**config.mk**
```make
export PLATFORM = sky130hd
export DESIGN_NAME = floor_texture_coord_stepper
export DESIGN_NICKNAME = d
export VERILOG_FILES = /design/src/sv/fts_pkg.sv /design/src/sv/fts_front.sv /design/src/sv/fts_div.sv /design/src/sv/fts_back.sv /design/src/sv/floor_texture_coord_stepper.sv
export VERILOG_INCLUDE_DIRS = /design/src /design/src/sv
export SDC_FILE = /design/constraint.sdc
export NUM_CORES = 2
export LEC_CHECK = 0
export BUFFER_PORTS_ARGS = -buffer_cell sky130_fd_sc_hd__buf_4
export CAP_MARGIN = 20
export CORE_MARGIN = 4
export CORE_UTILIZATION = 29
export DETAILED_ROUTE_END_ITERATION = 8
export SYNTH_ARGS = -nofsm -noshare
export SYNTH_HDL_FRONTEND = slang
export SYNTH_HIERARCHICAL = 1
export SYNTH_SLANG_ARGS = --single-unit
```
**constraint.sdc**
```tcl
create_clock -name clk -period 16.9 [get_ports clk]
set_input_delay 2.535 -clock clk [delete_from_list [all_inputs] [get_ports clk]]
set_output_delay 2.535 -clock clk [all_outputs]
set_load 0.01 [all_outputs]
```
**src/sv/assert_macros.svh**
```systemverilog
// assertion macros shared by the floor texture coordinate stepper
// no dependencies; included by files that carry concurrent checks
`ifndef ASSERT_MACROS_SVH
`define ASSERT_MACROS_SVH

// check a property on every rising edge, off while reset is high
`define ASSERT_CLK(label, clock, reset, prop, msg) \
  label: assert property (@(posedge clock) disable iff (reset) (prop)) else $error(msg);

// check that a condition holds while a qualifier is high
`define ASSERT_WHEN(label, clock, reset, cond, prop, msg) \
  label: assert property (@(posedge clock) disable iff (reset) (cond) |-> (prop)) else $error(msg);

`endif

```
**src/sv/fts_pkg.sv**
```systemverilog
// types, constants and helper functions of the floor texture coordinate stepper
// no dependencies; imported by every module of the block
package fts_pkg;

  localparam int FRAC_BITS    = 16;
  localparam int MAX_TEX_LOG2 = 10;
  localparam int SCR_W        = 12;
  localparam int PIX_W        = 11;
  localparam int DIR_W        = 21;
  localparam int POS_W        = 32;
  localparam int ACC_W        = 32;
  localparam int TEX_W        = 10;
  localparam int TLOG_W       = 4;
  localparam int CFG_W        = 32;
  localparam int IDX_W        = 3;
  localparam int RD_W         = SCR_W + FRAC_BITS;
  localparam int RDS_W        = RD_W + 1;
  localparam int OP_W         = DIR_W + 2;
  localparam int PROD_W       = RDS_W + OP_W;
  localparam int DIV_NW       = PROD_W - FRAC_BITS;
  localparam int SUM_W        = DIV_NW + 2;
  localparam int CNT_W        = $clog2(DIV_NW + 1);

  typedef enum logic [IDX_W-1:0] {
    REG_SCREEN_WIDTH  = 3'd0,
    REG_SCREEN_HEIGHT = 3'd1,
    REG_TEX_W_LOG2    = 3'd2,
    REG_TEX_H_LOG2    = 3'd3,
    REG_DIR_X         = 3'd4,
    REG_DIR_Y         = 3'd5,
    REG_POS_X         = 3'd6,
    REG_POS_Y         = 3'd7
  } reg_idx_t;

  typedef struct packed {
    logic [SCR_W-1:0]        scr_cols;
    logic [SCR_W-1:0]        scr_rows;
    logic [TLOG_W-1:0]       tex_w_log2;
    logic [TLOG_W-1:0]       tex_h_log2;
    logic signed [DIR_W-1:0] dir_x;
    logic signed [DIR_W-1:0] dir_y;
    logic signed [POS_W-1:0] pos_x;
    logic signed [POS_W-1:0] pos_y;
  } cfg_t;

  typedef struct packed {
    logic [PIX_W-1:0] row;
    logic [PIX_W-1:0] column;
    logic             horizon;
    logic             col_zero;
  } item_t;

  typedef struct packed {
    logic              start;
    logic [DIV_NW-1:0] num;
    logic [SCR_W-1:0]  den;
  } div_req_t;

  typedef struct packed {
    logic              done;
    logic [DIV_NW-1:0] quo;
  } div_rsp_t;

  // texture coordinate from the fraction of a world value, truncated toward zero
  function automatic logic [TEX_W-1:0] tex_coord(input logic [ACC_W-1:0] acc,
                                                 input logic [TLOG_W-1:0] tlog);
    logic [TLOG_W-1:0]          t;
    logic [ACC_W-1:0]           mag;
    logic [FRAC_BITS+TEX_W-1:0] sh;
    logic [TEX_W-1:0]           v;
    logic [TEX_W-1:0]           mask;
    t    = (tlog > TLOG_W'(MAX_TEX_LOG2)) ? TLOG_W'(MAX_TEX_LOG2) : tlog;
    mag  = acc[ACC_W-1] ? (~acc + 1'b1) : acc;
    sh   = {{TEX_W{1'b0}}, mag[FRAC_BITS-1:0]} << t;
    v    = sh[FRAC_BITS+TEX_W-1:FRAC_BITS];
    if (acc[ACC_W-1]) v = ~v + 1'b1;
    mask = ~({TEX_W{1'b1}} << t);
    return v & mask;
  endfunction

  // signed saturation of a magnitude and sign to the accumulator width
  function automatic logic [ACC_W-1:0] sat_mag(input logic [DIV_NW-1:0] mag,
                                               input logic neg);
    logic [ACC_W-1:0] r;
    if (!neg) begin
      if (mag > DIV_NW'({1'b0, {(ACC_W-1){1'b1}}})) r = {1'b0, {(ACC_W-1){1'b1}}};
      else r = mag[ACC_W-1:0];
    end else begin
      if (mag > DIV_NW'({1'b1, {(ACC_W-1){1'b0}}})) r = {1'b1, {(ACC_W-1){1'b0}}};
      else r = ~mag[ACC_W-1:0] + 1'b1;
    end
    return r;
  endfunction

  // signed saturation of a wide sum to the accumulator width
  function automatic logic [ACC_W-1:0] sat_sum(input logic signed [SUM_W-1:0] v);
    logic signed [SUM_W-1:0] hi;
    logic signed [SUM_W-1:0] lo;
    logic [ACC_W-1:0]        r;
    hi = SUM_W'($signed({1'b0, {(ACC_W-1){1'b1}}}));
    lo = SUM_W'($signed({1'b1, {(ACC_W-1){1'b0}}}));
    if (v > hi) r = hi[ACC_W-1:0];
    else if (v < lo) r = lo[ACC_W-1:0];
    else r = v[ACC_W-1:0];
    return r;
  endfunction

endpackage

```
**src/sv/fts_front.sv**
```systemverilog
// front end: takes pixel words, flags horizon and row start, two-entry queue
// depends on fts_pkg
module fts_front (
  input  logic                       clk,
  input  logic                       rst,
  input  logic [fts_pkg::SCR_W-1:0]  scr_rows,
  input  logic                       in_valid,
  output logic                       in_ready,
  input  logic [fts_pkg::PIX_W-1:0]  row,
  input  logic [fts_pkg::PIX_W-1:0]  column,
  output logic                       q_valid,
  output fts_pkg::item_t             q_item,
  input  logic                       q_pop
);
  import fts_pkg::*;

  item_t      mem [2];
  logic       wptr;
  logic       rptr;
  logic [1:0] count;
  item_t      cls;
  logic       push;

  assign in_ready = (count != 2'd2);
  assign push     = in_valid && in_ready;
  assign q_valid  = (count != 2'd0);
  assign q_item   = mem[rptr];

  always_comb begin
    cls.row      = row;
    cls.column   = column;
    cls.horizon  = (row == scr_rows[SCR_W-1:1]);
    cls.col_zero = (column == '0);
  end

  always_ff @(posedge clk) begin
    if (push) mem[wptr] <= cls;
  end

  always_ff @(posedge clk) begin
    if (rst) begin
      wptr  <= 1'b0;
      rptr  <= 1'b0;
      count <= 2'd0;
    end else begin
      if (push) wptr <= ~wptr;
      if (q_pop) rptr <= ~rptr;
      case ({push, q_pop})
        2'b10:   count <= count + 2'd1;
        2'b01:   count <= count - 2'd1;
        default: count <= count;
      endcase
    end
  end

endmodule

```
**src/sv/fts_div.sv**
```systemverilog
// serial restoring divider, one quotient bit per cycle
// depends on fts_pkg
module fts_div (
  input  logic               clk,
  input  logic               rst,
  input  fts_pkg::div_req_t  req,
  output fts_pkg::div_rsp_t  rsp
);
  import fts_pkg::*;

  logic              busy;
  logic              done;
  logic [CNT_W-1:0]  cnt;
  logic [SCR_W-1:0]  rem;
  logic [SCR_W-1:0]  den_r;
  logic [DIV_NW-1:0] numsh;
  logic [DIV_NW-1:0] quo;
  logic [SCR_W:0]    rem_sh;
  logic              ge;

  assign rem_sh   = {rem, numsh[DIV_NW-1]};
  assign ge       = (rem_sh >= {1'b0, den_r});
  assign rsp.done = done;
  assign rsp.quo  = quo;

  always_ff @(posedge clk) begin
    if (rst) begin
      busy <= 1'b0;
      done <= 1'b0;
      cnt  <= '0;
    end else begin
      done <= 1'b0;
      if (req.start) begin
        busy  <= 1'b1;
        cnt   <= CNT_W'(DIV_NW);
        rem   <= '0;
        numsh <= req.num;
        den_r <= req.den;
        quo   <= '0;
      end else if (busy) begin
        rem   <= ge ? SCR_W'(rem_sh - {1'b0, den_r}) : rem_sh[SCR_W-1:0];
        numsh <= numsh << 1;
        quo   <= {quo[DIV_NW-2:0], ge};
        cnt   <= cnt - 1'b1;
        if (cnt == CNT_W'(1)) begin
          busy <= 1'b0;
          done <= 1'b1;
        end
      end
    end
  end

endmodule

```
**src/sv/fts_back.sv**
```systemverilog
// back end: row setup sequencer, world accumulators and output register
// depends on fts_pkg and fts_div
module fts_back (
  input  logic                       clk,
  input  logic                       rst,
  input  fts_pkg::cfg_t              cfg,
  input  logic                       q_valid,
  input  fts_pkg::item_t             q_item,
  output logic                       q_pop,
  output logic                       out_valid,
  input  logic                       out_ready,
  output logic [fts_pkg::TEX_W-1:0]  tex_x,
  output logic [fts_pkg::TEX_W-1:0]  tex_y,
  output logic [fts_pkg::PIX_W-1:0]  out_row,
  output logic [fts_pkg::PIX_W-1:0]  out_column,
  output logic                       on_horizon
);
  import fts_pkg::*;

  typedef enum logic [5:0] {
    S_IDLE = 6'b000001,
    S_RD   = 6'b000010,
    S_MUL  = 6'b000100,
    S_DSX  = 6'b001000,
    S_DSY  = 6'b010000,
    S_OUT  = 6'b100000
  } state_t;

  state_t                   state;
  logic [2:0]               mcnt;
  logic signed [RDS_W-1:0]  rd_r;
  logic signed [PROD_W-1:0] prod_r;
  logic [DIV_NW-1:0]        sx_mag;
  logic [DIV_NW-1:0]        sy_mag;
  logic                     sx_neg;
  logic                     sy_neg;
  logic [ACC_W-1:0]         world_x_acc;
  logic [ACC_W-1:0]         world_y_acc;
  logic [ACC_W-1:0]         step_x;
  logic [ACC_W-1:0]         step_y;

  logic [PIX_W-1:0]         half;
  logic signed [PIX_W:0]    p;
  logic [PIX_W-1:0]         p_mag;
  logic [SCR_W-1:0]         w_eff;
  logic signed [OP_W-1:0]   dxe;
  logic signed [OP_W-1:0]   dye;
  logic signed [OP_W-1:0]   op_sel;
  logic                     prod_neg;
  logic [PROD_W-1:0]        prod_mag;
  logic [DIV_NW-1:0]        shr;
  logic signed [SUM_W-1:0]  t_s;
  logic signed [SUM_W-1:0]  pos_sel;
  logic signed [SUM_W-1:0]  sum;
  logic                     out_free;
  logic                     need_setup;
  logic                     emit;
  logic [RD_W-1:0]          rd_mag;
  div_req_t                 dreq;
  div_rsp_t                 drsp;

  fts_div u_div (
    .clk (clk),
    .rst (rst),
    .req (dreq),
    .rsp (drsp)
  );

  assign half       = cfg.scr_rows[SCR_W-1:1];
  assign p          = $signed({1'b0, q_item.row}) - $signed({1'b0, half});
  assign p_mag      = p[PIX_W] ? PIX_W'(-p) : p[PIX_W-1:0];
  assign w_eff      = (cfg.scr_cols == '0) ? SCR_W'(1) : cfg.scr_cols;
  assign dxe        = OP_W'(cfg.dir_x);
  assign dye        = OP_W'(cfg.dir_y);
  assign out_free   = !out_valid || out_ready;
  assign need_setup = q_item.col_zero && !q_item.horizon;
  assign emit       = ((state == S_IDLE) && q_valid && !need_setup && out_free) ||
                      ((state == S_OUT) && out_free);
  assign q_pop      = emit;
  assign rd_mag     = drsp.quo[RD_W-1:0];

  always_comb begin
    case (mcnt)
      3'd0:    op_sel = -(dye + dye);
      3'd1:    op_sel = dxe + dxe;
      3'd2:    op_sel = dxe + dye;
      default: op_sel = dye - dxe;
    endcase
  end

  // post-multiply: magnitude, drop fraction bits, then signed for the world sums
  assign prod_neg = prod_r[PROD_W-1];
  assign prod_mag = prod_neg ? PROD_W'(-prod_r) : PROD_W'(prod_r);
  assign shr      = prod_mag[PROD_W-1:FRAC_BITS];
  assign t_s      = prod_neg ? -$signed({2'b00, shr}) : $signed({2'b00, shr});
  assign pos_sel  = (mcnt == 3'd3) ? SUM_W'(cfg.pos_x) : SUM_W'(cfg.pos_y);
  assign sum      = pos_sel + t_s;

  always_comb begin
    dreq.start = 1'b0;
    dreq.num   = sx_mag;
    dreq.den   = w_eff;
    case (state)
      S_IDLE: begin
        dreq.start = q_valid && need_setup;
        dreq.num   = DIV_NW'({cfg.scr_rows, {FRAC_BITS{1'b0}}});
        dreq.den   = SCR_W'({p_mag, 1'b0});
      end
      S_MUL: begin
        dreq.start = (mcnt == 3'd4);
        dreq.num   = sx_mag;
      end
      S_DSX: begin
        dreq.start = drsp.done;
        dreq.num   = sy_mag;
      end
      default: ;
    endcase
  end

  always_ff @(posedge clk) begin
    if (rst) begin
      state       <= S_IDLE;
      mcnt        <= 3'd0;
      out_valid   <= 1'b0;
      world_x_acc <= '0;
      world_y_acc <= '0;
      step_x      <= '0;
      step_y      <= '0;
    end else begin
      if (emit) out_valid <= 1'b1;
      else if (out_ready) out_valid <= 1'b0;
      case (state)
        S_IDLE: begin
          if (q_valid && need_setup) state <= S_RD;
        end
        S_RD: begin
          if (drsp.done) begin
            rd_r  <= p[PIX_W] ? -$signed({1'b0, rd_mag}) : $signed({1'b0, rd_mag});
            mcnt  <= 3'd0;
            state <= S_MUL;
          end
        end
        S_MUL: begin
          if (mcnt != 3'd4) prod_r <= rd_r * op_sel;
          case (mcnt)
            3'd1: begin
              sx_mag <= shr;
              sx_neg <= prod_neg;
            end
            3'd2: begin
              sy_mag <= shr;
              sy_neg <= prod_neg;
            end
            3'd3: world_x_acc <= sat_sum(sum);
            3'd4: world_y_acc <= sat_sum(sum);
            default: ;
          endcase
          mcnt <= mcnt + 3'd1;
          if (mcnt == 3'd4) state <= S_DSX;
        end
        S_DSX: begin
          if (drsp.done) begin
            step_x <= sat_mag(drsp.quo, sx_neg);
            state  <= S_DSY;
          end
        end
        S_DSY: begin
          if (drsp.done) begin
            step_y <= sat_mag(drsp.quo, sy_neg);
            state  <= S_OUT;
          end
        end
        S_OUT: begin
          if (out_free) state <= S_IDLE;
        end
        default: state <= S_IDLE;
      endcase

      if (emit) begin
        if (q_item.horizon) begin
          if (q_item.col_zero) begin
            world_x_acc <= '0;
            world_y_acc <= '0;
            step_x      <= '0;
            step_y      <= '0;
          end
        end else begin
          world_x_acc <= world_x_acc + step_x;
          world_y_acc <= world_y_acc + step_y;
        end
      end
    end
  end

  always_ff @(posedge clk) begin
    if (emit) begin
      tex_x      <= q_item.horizon ? '0 : tex_coord(world_x_acc, cfg.tex_w_log2);
      tex_y      <= q_item.horizon ? '0 : tex_coord(world_y_acc, cfg.tex_h_log2);
      out_row    <= q_item.row;
      out_column <= q_item.column;
      on_horizon <= q_item.horizon;
    end
  end

endmodule

```
**src/sv/floor_texture_coord_stepper.sv**
```systemverilog
// Floor texture coordinate stepper. Pixels come in raster order as (row, column);
// each word out carries the texture coordinates of the floor point under that pixel.
// A pixel with a nonzero column, or any pixel on the horizon row, needs no setup, and
// words can follow back to back while the output is not stalled. A pixel at column 0 off
// the horizon starts a row setup: three divisions on a shared serial divider at one
// quotient bit per cycle, plus the multiply and sequencing steps, after which its word
// is issued. A two-word queue in front lets input keep flowing while setup runs, and the
// output register lets the next word be prepared while the last one waits. Configuration
// is to be written through cfg_write/cfg_index/cfg_data only while no pixel is in flight;
// the user is bound by this, and the block itself does not enforce it.
// depends on fts_pkg, fts_front, fts_back, fts_div and assert_macros.svh
`include "assert_macros.svh"

module floor_texture_coord_stepper (
  input  logic                       clk,
  input  logic                       rst,
  // configuration write port
  input  logic                       cfg_write,
  input  logic [fts_pkg::IDX_W-1:0]  cfg_index,
  input  logic [fts_pkg::CFG_W-1:0]  cfg_data,
  // pixel input channel
  input  logic                       in_valid,
  output logic                       in_ready,
  input  logic [fts_pkg::PIX_W-1:0]  row,
  input  logic [fts_pkg::PIX_W-1:0]  column,
  // texture coordinate output channel
  output logic                       out_valid,
  input  logic                       out_ready,
  output logic [fts_pkg::TEX_W-1:0]  tex_x,
  output logic [fts_pkg::TEX_W-1:0]  tex_y,
  output logic [fts_pkg::PIX_W-1:0]  out_row,
  output logic [fts_pkg::PIX_W-1:0]  out_column,
  output logic                       on_horizon
);
  import fts_pkg::*;

  cfg_t  cfg;
  logic  q_valid;
  item_t q_item;
  logic  q_pop;

  // configuration registers, reset to a 640x480 screen, 64x64 texture, facing +x
  always_ff @(posedge clk) begin
    if (rst) begin
      cfg.scr_cols   <= SCR_W'(640);
      cfg.scr_rows   <= SCR_W'(480);
      cfg.tex_w_log2 <= TLOG_W'(6);
      cfg.tex_h_log2 <= TLOG_W'(6);
      cfg.dir_x      <= DIR_W'(65536);
      cfg.dir_y      <= '0;
      cfg.pos_x      <= '0;
      cfg.pos_y      <= '0;
    end else if (cfg_write) begin
      case (reg_idx_t'(cfg_index))
        REG_SCREEN_WIDTH:  cfg.scr_cols   <= cfg_data[SCR_W-1:0];
        REG_SCREEN_HEIGHT: cfg.scr_rows   <= cfg_data[SCR_W-1:0];
        REG_TEX_W_LOG2:    cfg.tex_w_log2 <= cfg_data[TLOG_W-1:0];
        REG_TEX_H_LOG2:    cfg.tex_h_log2 <= cfg_data[TLOG_W-1:0];
        REG_DIR_X:         cfg.dir_x      <= $signed(cfg_data[DIR_W-1:0]);
        REG_DIR_Y:         cfg.dir_y      <= $signed(cfg_data[DIR_W-1:0]);
        REG_POS_X:         cfg.pos_x      <= $signed(cfg_data[POS_W-1:0]);
        REG_POS_Y:         cfg.pos_y      <= $signed(cfg_data[POS_W-1:0]);
        default: ;
      endcase
    end
  end

  // front: classify each word (horizon, row start) and queue it
  fts_front u_front (
    .clk      (clk),
    .rst      (rst),
    .scr_rows (cfg.scr_rows),
    .in_valid (in_valid),
    .in_ready (in_ready),
    .row      (row),
    .column   (column),
    .q_valid  (q_valid),
    .q_item   (q_item),
    .q_pop    (q_pop)
  );

  // back: row setup, accumulator stepping and the output register
  fts_back u_back (
    .clk        (clk),
    .rst        (rst),
    .cfg        (cfg),
    .q_valid    (q_valid),
    .q_item     (q_item),
    .q_pop      (q_pop),
    .out_valid  (out_valid),
    .out_ready  (out_ready),
    .tex_x      (tex_x),
    .tex_y      (tex_y),
    .out_row    (out_row),
    .out_column (out_column),
    .on_horizon (on_horizon)
  );

  // horizon words always carry zero coordinates
  `ASSERT_WHEN(a_horizon_zero, clk, rst, out_valid && on_horizon, (tex_x == '0) && (tex_y == '0), "horizon word with nonzero coordinates")
  // an accepted word is in the queue on the next cycle
  `ASSERT_WHEN(a_accept_queued, clk, rst, in_valid && in_ready, ##1 q_valid, "accepted word missing from queue")
  // the back end never pops an empty queue
  `ASSERT_CLK(a_pop_nonempty, clk, rst, !q_pop || q_valid, "pop from empty queue")

endmodule
```
After elaboration in Yosys (flattened, before gate mapping)
Memories as Yosys holds them, arrays and structs flattened. A register that Yosys moved wholly into a read port is not among the register bits.
Cells that the tools add are included.
{"block": "word_totals", "reg_bits": 582, "latchBits": 0, "ramBits": 48, "romBits": 0, "inputBits": 62, "output_inout_bits": 45, "mem_count": 1}
{"block": "classes", "add_sub_neg": 23, "multipliers": 1, "div": 0, "n_lt_le_gt_ge": 7, "n_eq_ne": 29, "shift": 4, "n_mux": 70, "bitwise": 13, "reduce_logical": 39}
{"memory": "u_front.mem", "depth": 2, "width": 24, "read_ports": 1, "rd_ports_with_merged_regs": 1, "write_ports": 1, "line_no": "fts_front.sv:17", "source": "item_t mem [2];"}
{"cell": "32-bit 2-to-1 mux", "count": 26}
{"cell": "37-bit one-hot mux with 3 select lines", "count": 1}
{"cell": "36-bit 2-to-1 mux", "count": 3}
{"cell": "38-bit 2-to-1 mux", "count": 2}
{"cell": "23-bit one-hot mux with 3 select lines", "count": 1}
{"cell": "21-bit by 21-bit adder with 22-bit output", "count": 3}
{"cell": "32-bit adder", "count": 2}
{"cell": "29-bit by 23-bit multiplier with 52-bit output", "count": 1}
{"cell": "52-bit 2-to-1 mux", "count": 1}
{"cell": "52-bit negator", "count": 1}
{"cell": "16-bit by 4-bit << shifter with 26-bit output", "count": 2}
{"cell": "12-bit 2-to-1 mux", "count": 4}
{"cell": "6-bit 2-to-1 mux", "count": 8}
{"cell": "10-bit 2-to-1 mux", "count": 4}
{"cell": "10-bit inverter", "count": 4}
{"cell": "38-bit adder", "count": 1}
{"cell": "38-bit by 32-bit > comparator with 1-bit output (second input constant)", "count": 1}
{"cell": "38-bit by 32-bit < comparator with 1-bit output (second input constant)", "count": 1}
{"cell": "36-bit negator with 38-bit output", "count": 1}
{"cell": "36-bit by 31-bit > comparator with 1-bit output (second input constant)", "count": 1}
{"cell": "36-bit by 32-bit > comparator with 1-bit output (second input constant)", "count": 1}
{"cell": "6-bit one-hot mux with 6 select lines", "count": 1}
{"cell": "16-bit by 1-bit adder with 16-bit output (second input constant)", "count": 2}
{"cell": "32-bit by 1-bit adder with 32-bit output (second input constant)", "count": 1}
{"cell": "other kinds (53)", "count": 113}

Depth between registers and ports, before layout
{"block": "logic_depth", "ltp_word": 13, "ltp_mapped": 45, "mapped_depth_nobuf": 43}

Hierarchy
The synthesis kept the hierarchy.
{"module": "fts_back", "instances": 1, "cells_each": 5812, "area_per_inst_um2": 49797.8, "seq_area_each_um2": 8708.4}
{"module": "floor_texture_coord_stepper", "instances": 1, "cells_each": 508, "area_per_inst_um2": 5545.3, "seq_area_each_um2": 2762.6}
{"module": "fts_div", "instances": 1, "cells_each": 338, "area_per_inst_um2": 4748.3, "seq_area_each_um2": 3042.9}
{"module": "fts_front", "instances": 1, "cells_each": 117, "area_per_inst_um2": 2083.2, "seq_area_each_um2": 1541.5}

Least setup slack after synthesis
Ideal clock, no wire load.
{"block": "synth_path", "path_kind": "register -> register", "start": "reg cfg[71] (netlist name)", "end": "reg u_back.prod_r[51], data pin", "setup_time_ns": 0.260, "arrival_time_ns": 9.741, "required_time_ns": 16.640, "path_slack_ns": 6.899, "path_stages_with_launch": 37, "path_buffers": 2, "synth_period_minus_slack_ns": 10.001, "cell_sequence": "dfxtp_1 > or3_1 > or4_1 > or3_1 > or3_1 > nor3_1 > nand2_1 > xor2_1 > a221o_1 > o31ai_1 > a211oi_1 > clkbuf_1 > clkbuf_1 > nand2_1 > fa_1 > fa_1 > inv_1 > fa_1 > fa_1 > fa_1 > fa_1 > inv_1 > fa_1 > inv_1 > ha_1 > a21o_1 > a21o_1 > a21oi_1 > a21boi_0 > a41oi_1 > o21ai_0 > o41ai_1 > nand2_1 > a21oi_1 > o21ai_0 > a21oi_1 > xnor2_1"}
{"block": "synth_between", "elab_chain_len": 4, "elab_cells_between_ends": 6, "cone_classes": "add/sub (4); mul (1); mux (1)"}
{"item": "21-bit by 21-bit adder with 22-bit output", "line_no": "fts_back.sv:84", "source": "3'd0: op_sel = -(dye + dye);"}
{"item": "23-bit negator", "line_no": "fts_back.sv:84"}
{"item": "23-bit one-hot mux with 3 select lines (*)", "line_no": "fts_back.sv:83", "source": "case (mcnt)"}
{"item": "29-bit by 23-bit multiplier with 52-bit output (*)", "line_no": "fts_back.sv:145", "source": "if (mcnt != 3'd4) prod_r <= rd_r * op_sel;"}
{"item": "to (signal assigned)", "line_no": "fts_back.sv:145"}
{"item": "to (decl)", "line_no": "fts_back.sv:32", "source": "logic signed [PROD_W-1:0] prod_r;"}
Every way passes the cells marked *; elsewhere a longest branch is shown, timed or not.
A chain may end at the register's enable or synchronous reset.

Worst setup path in the final report
{"block": "layout_path", "start": "reg cfg[71] (netlist name)", "end": "reg u_back.prod_r[51], data pin"}
{"block": "layout_between", "elab_chain_len": 4, "elab_cells_between_ends": 6, "cone_classes": "add/sub (4); mul (1); mux (1)"}
{"item": "21-bit by 21-bit adder with 22-bit output", "line_no": "fts_back.sv:84"}
{"item": "23-bit negator", "line_no": "fts_back.sv:84"}
{"item": "23-bit one-hot mux with 3 select lines (*)", "line_no": "fts_back.sv:83"}
{"item": "29-bit by 23-bit multiplier with 52-bit output (*)", "line_no": "fts_back.sv:145"}
Marks and branches as above.

==> metrics.txt <==
Setup Buffers After CTS 0; H-tree depth 3; Buffers & Inverters on Critical Path 5; hold depth 2; drt wl/cell 19.8 um; post-synth top area share 22.5%; main area contributors after synthesis fa_1, edfxtp_1, dfxtp_1; Layout Utilization 32.2%; Setup crit end u_back/prod_r[51]$_DFFE_PP_; io pins 107; fmax 0.0866 GHz; endpoints failing hold 0; final WL 190 mm; Max stage delay on crit path 0.93 ns; Max Cap Violations 0; full die area 222000 um2; share of post-route cells with drive strength above 1 7.77%; Seq cells post-synth 631; CP required 17.31 ns; Bufs on Longest Clock Path 3; Via-to-Cell Ratio 5.09; most frequent cells in the layout inv_1, nand2_1, fa_1, nor2_1, edfxtp_1; RSZ-0062 raised after global routing false; drt first pass iters 7; via count 48800; row count 169; Skew-Pair Late Insertion Delay 0.67 ns; Layout Skew 0.0361 ns; CP max FO 25; status complete, no violations; R2R setup slack 5.35 ns; Worst path most repeated cell fa_1; Final ANT Viol Nets 0; DR iter-0 viols 3532; number of remaining DRC errors 0; GP Congestion 0.911; FF-to-FF End u_back/prod_r[51]$_DFFE_PP_; gr usage total 16.9%; kind of cell adding the most delay to the critical path adder cells; Yosys warnings 6; Final Slew Violations 0; root buffer cell clkbuf_16; initial antenna violation count 2; CTS buffer count 71; first-pass GRT wire length 296 mm; reg2reg start cfg[71]$_SDFFE_PP0P_; Syn Nets 7852; Yosys cell types 96; VDD IR-drop max 0.303 mV; PortBufs 106; Final setup viols 0; Hold Path Class reg -> reg; CP Launch Type flip-flop; leading register cell type out of synthesis edfxtp_1; Syn-to-layout area delta 10.3%; crit path DAT 11.96 ns; starting density of the core 29.2%; Post-Syn Instances 6775; placed cells 9441; nets 7772; post-synthesis sequential area ratio 25.8%; PD cells 197 nW/um2; vias in the first global route 50000; Post-synth EDFFs 342; area leader, netlist fa_1; worst setup path start cfg[71]$_SDFFE_PP0P_; final std cells w/o fill 9575; CP Depth 33; fillers 22000; CTS clk-pin slew, worst paths 0.06 ns; leading cell type in the layout, fill and taps excluded inv_1; Die Ht 471 um; synthesized area per cell 9.18 um2; Die Wd 471 um; detailed placement HPWL 141 mm; slowest CP cell a211oi_1; setup TNS 0 ns; Setup crit end kind flip-flop; Leakage 0.0299 uW; mapped cell area 62200 um2; grt ovf 0; largest net degree at the start of global routing 92; Hold Buf Count CTS 0; Slew headroom 21.8%; Post-synth ARST share 0%; CTS tree done; Register Area 16100 um2; classification of the worst setup path reg -> reg; fin crit period 11.55 ns; Worst-Margin Slew 1.17 ns; clock sink count 631; Worst R2R Path Depth 33; Period Utilization, post-route 68.3%; area of the multi-input gates 41500 um2; Resized cells post-CTS 0; Core Region 213000 um2
worst min-delay path by stage:
stage | start | to | slack (ns)
floorplan | u_back/step_y[30]$_SDFF_PP0_ | u_back/step_y[30]$_SDFF_PP0_ | 0.44
global placement | cfg[54]$_SDFFE_PP0P_ | cfg[54]$_SDFFE_PP0P_ | 0.46
detailed placement | u_back/step_y[30]$_SDFF_PP0_ | u_back/step_y[30]$_SDFF_PP0_ | 0.46
CTS | u_back/step_y[30]$_SDFF_PP0_ | u_back/step_y[30]$_SDFF_PP0_ | 0.46
global route | u_back/step_y[31]$_SDFF_PP0_ | u_back/step_y[31]$_SDFF_PP0_ | 0.49
finish | u_back/step_y[30]$_SDFF_PP0_ | u_back/step_y[30]$_SDFF_PP0_ | 0.46
state kept, by name, indices dropped and copies added (netlist names), 2 cells and up, named ones only:
| signal | count |
|---|---|
| u_back/sx_mag | 36 |
| u_back/u_div/cnt | 6 |
| u_back/tex_x | 10 |
| u_back/sy_mag | 36 |
| u_back/rd_r | 29 |
| u_back/step_y | 32 |
| u_front/count | 2 |
| u_back/u_div/den_r | 12 |
| cfg | 138 |
| u_back/out_column | 11 |
| u_back/prod_r | 52 |
| u_back/mcnt | 3 |
| u_back/u_div/quo | 36 |
| u_back/tex_y | 10 |
| u_back/u_div/numsh | 36 |
| u_back/world_y_acc | 32 |
| u_back/out_row | 11 |
| u_back/state | 6 |
| u_back/world_x_acc | 32 |
| u_back/step_x | 32 |
| u_back/u_div/rem | 12 |
| u_front/mem | 48 |
cell usage after synthesis, drive strengths merged, types with 9 or more instances:
cell type  instances
o211ai            14
o21ai            302
o21a              27
o41ai             14
a2111oi           17
mux2i            168
edfxtp           342
a211oi            75
a221o              9
clkbuf           296
inv              902
nand2            826
buf               60
nor4              35
a22oi             23
o22ai             46
a221oi            45
or3               50
a21o              80
nand3             74
nand2b           213
and2             201
o21bai            35
xnor2            242
a21oi            321
nor2b             67
or4               16
ha               316
a211o             10
fa               699
nor2             365
nor3             111
or2               22
a32oi             14
nand4             32
o31ai             36
mux2             102
and3              33
dfxtp            289
xor2             106
a31oi             28
metrics by stage:
step	hold WS [ns]	cell area, um2	worst slack, ns	power (uW)
6_report	0.459	68600	5.35	13500
3_3_place_gp	0.455	66000	5.67	11700
3_5_place_dp	0.457	66000	5.53	11800
4_1_cts	0.465	68500	5.50	13500
5_1_grt	0.487	68600	4.58	14900
2_1_floorplan	0.436	62200	6.90	9280
layer usage:
layer | vias up | GRT usage [%] | part of all wire (%)
met3 | 326 | 2.05 | 5.9
met2 | 1616 | 28.2 | 47
li1 | 22200 | - | -
met4 | 0 | 6.92 | 4.3
met5 | - | 0 | 0
met1 | 24600 | 22.1 | 43
area by class of cell:
| cell class | count | area share (%) |
|---|---|---|
| tap | 2821 | 5.15 |
| clock inverter | 46 | 0.878 |
| timing repair buffer | 203 | 2.26 |
| inverter | 902 | 4.94 |
| sequential | 631 | 23.4 |
| multi-input combinational | 4886 | 60.6 |
| antenna | 1 | 0.00365 |
| clock buffer | 85 | 2.77 |
kinds of logic (layout without fill, tap and decap cells):
kind of cell / Yosys count / count (layout) / share of synthesized area [%]
other: 0 / 1 / 0
adders and majority gates: 1015 / 1015 / 28.9
DFF: 631 / 631 / 25.8
buffers and inverters: 1258 / 1236 / 7.72
muxes: 270 / 270 / 4.55
xor gates and xnor gates: 348 / 348 / 4.93
AOI/OAI and AO/OA: 1167 / 1167 / 12.0
and+or+nand+nor: 2086 / 2086 / 16.1
tightest hold or removal path, stage by stage (launching register included):
cell and delay [ns]:
dfxtp_1 0.31, nand2_1 0.05, a21oi_1 0.05
power breakdown:
part	internal [uW]	switching, uW	total [uW]	leakage, uW
clock	962	709	1670	0.00122
combinational	3890	5680	9570	0.0232
sequential	2160	73.1	2240	0.00547
total	7020	6460	13500	0.0299
No activity file was read; power rests on OpenSTA's default activity.
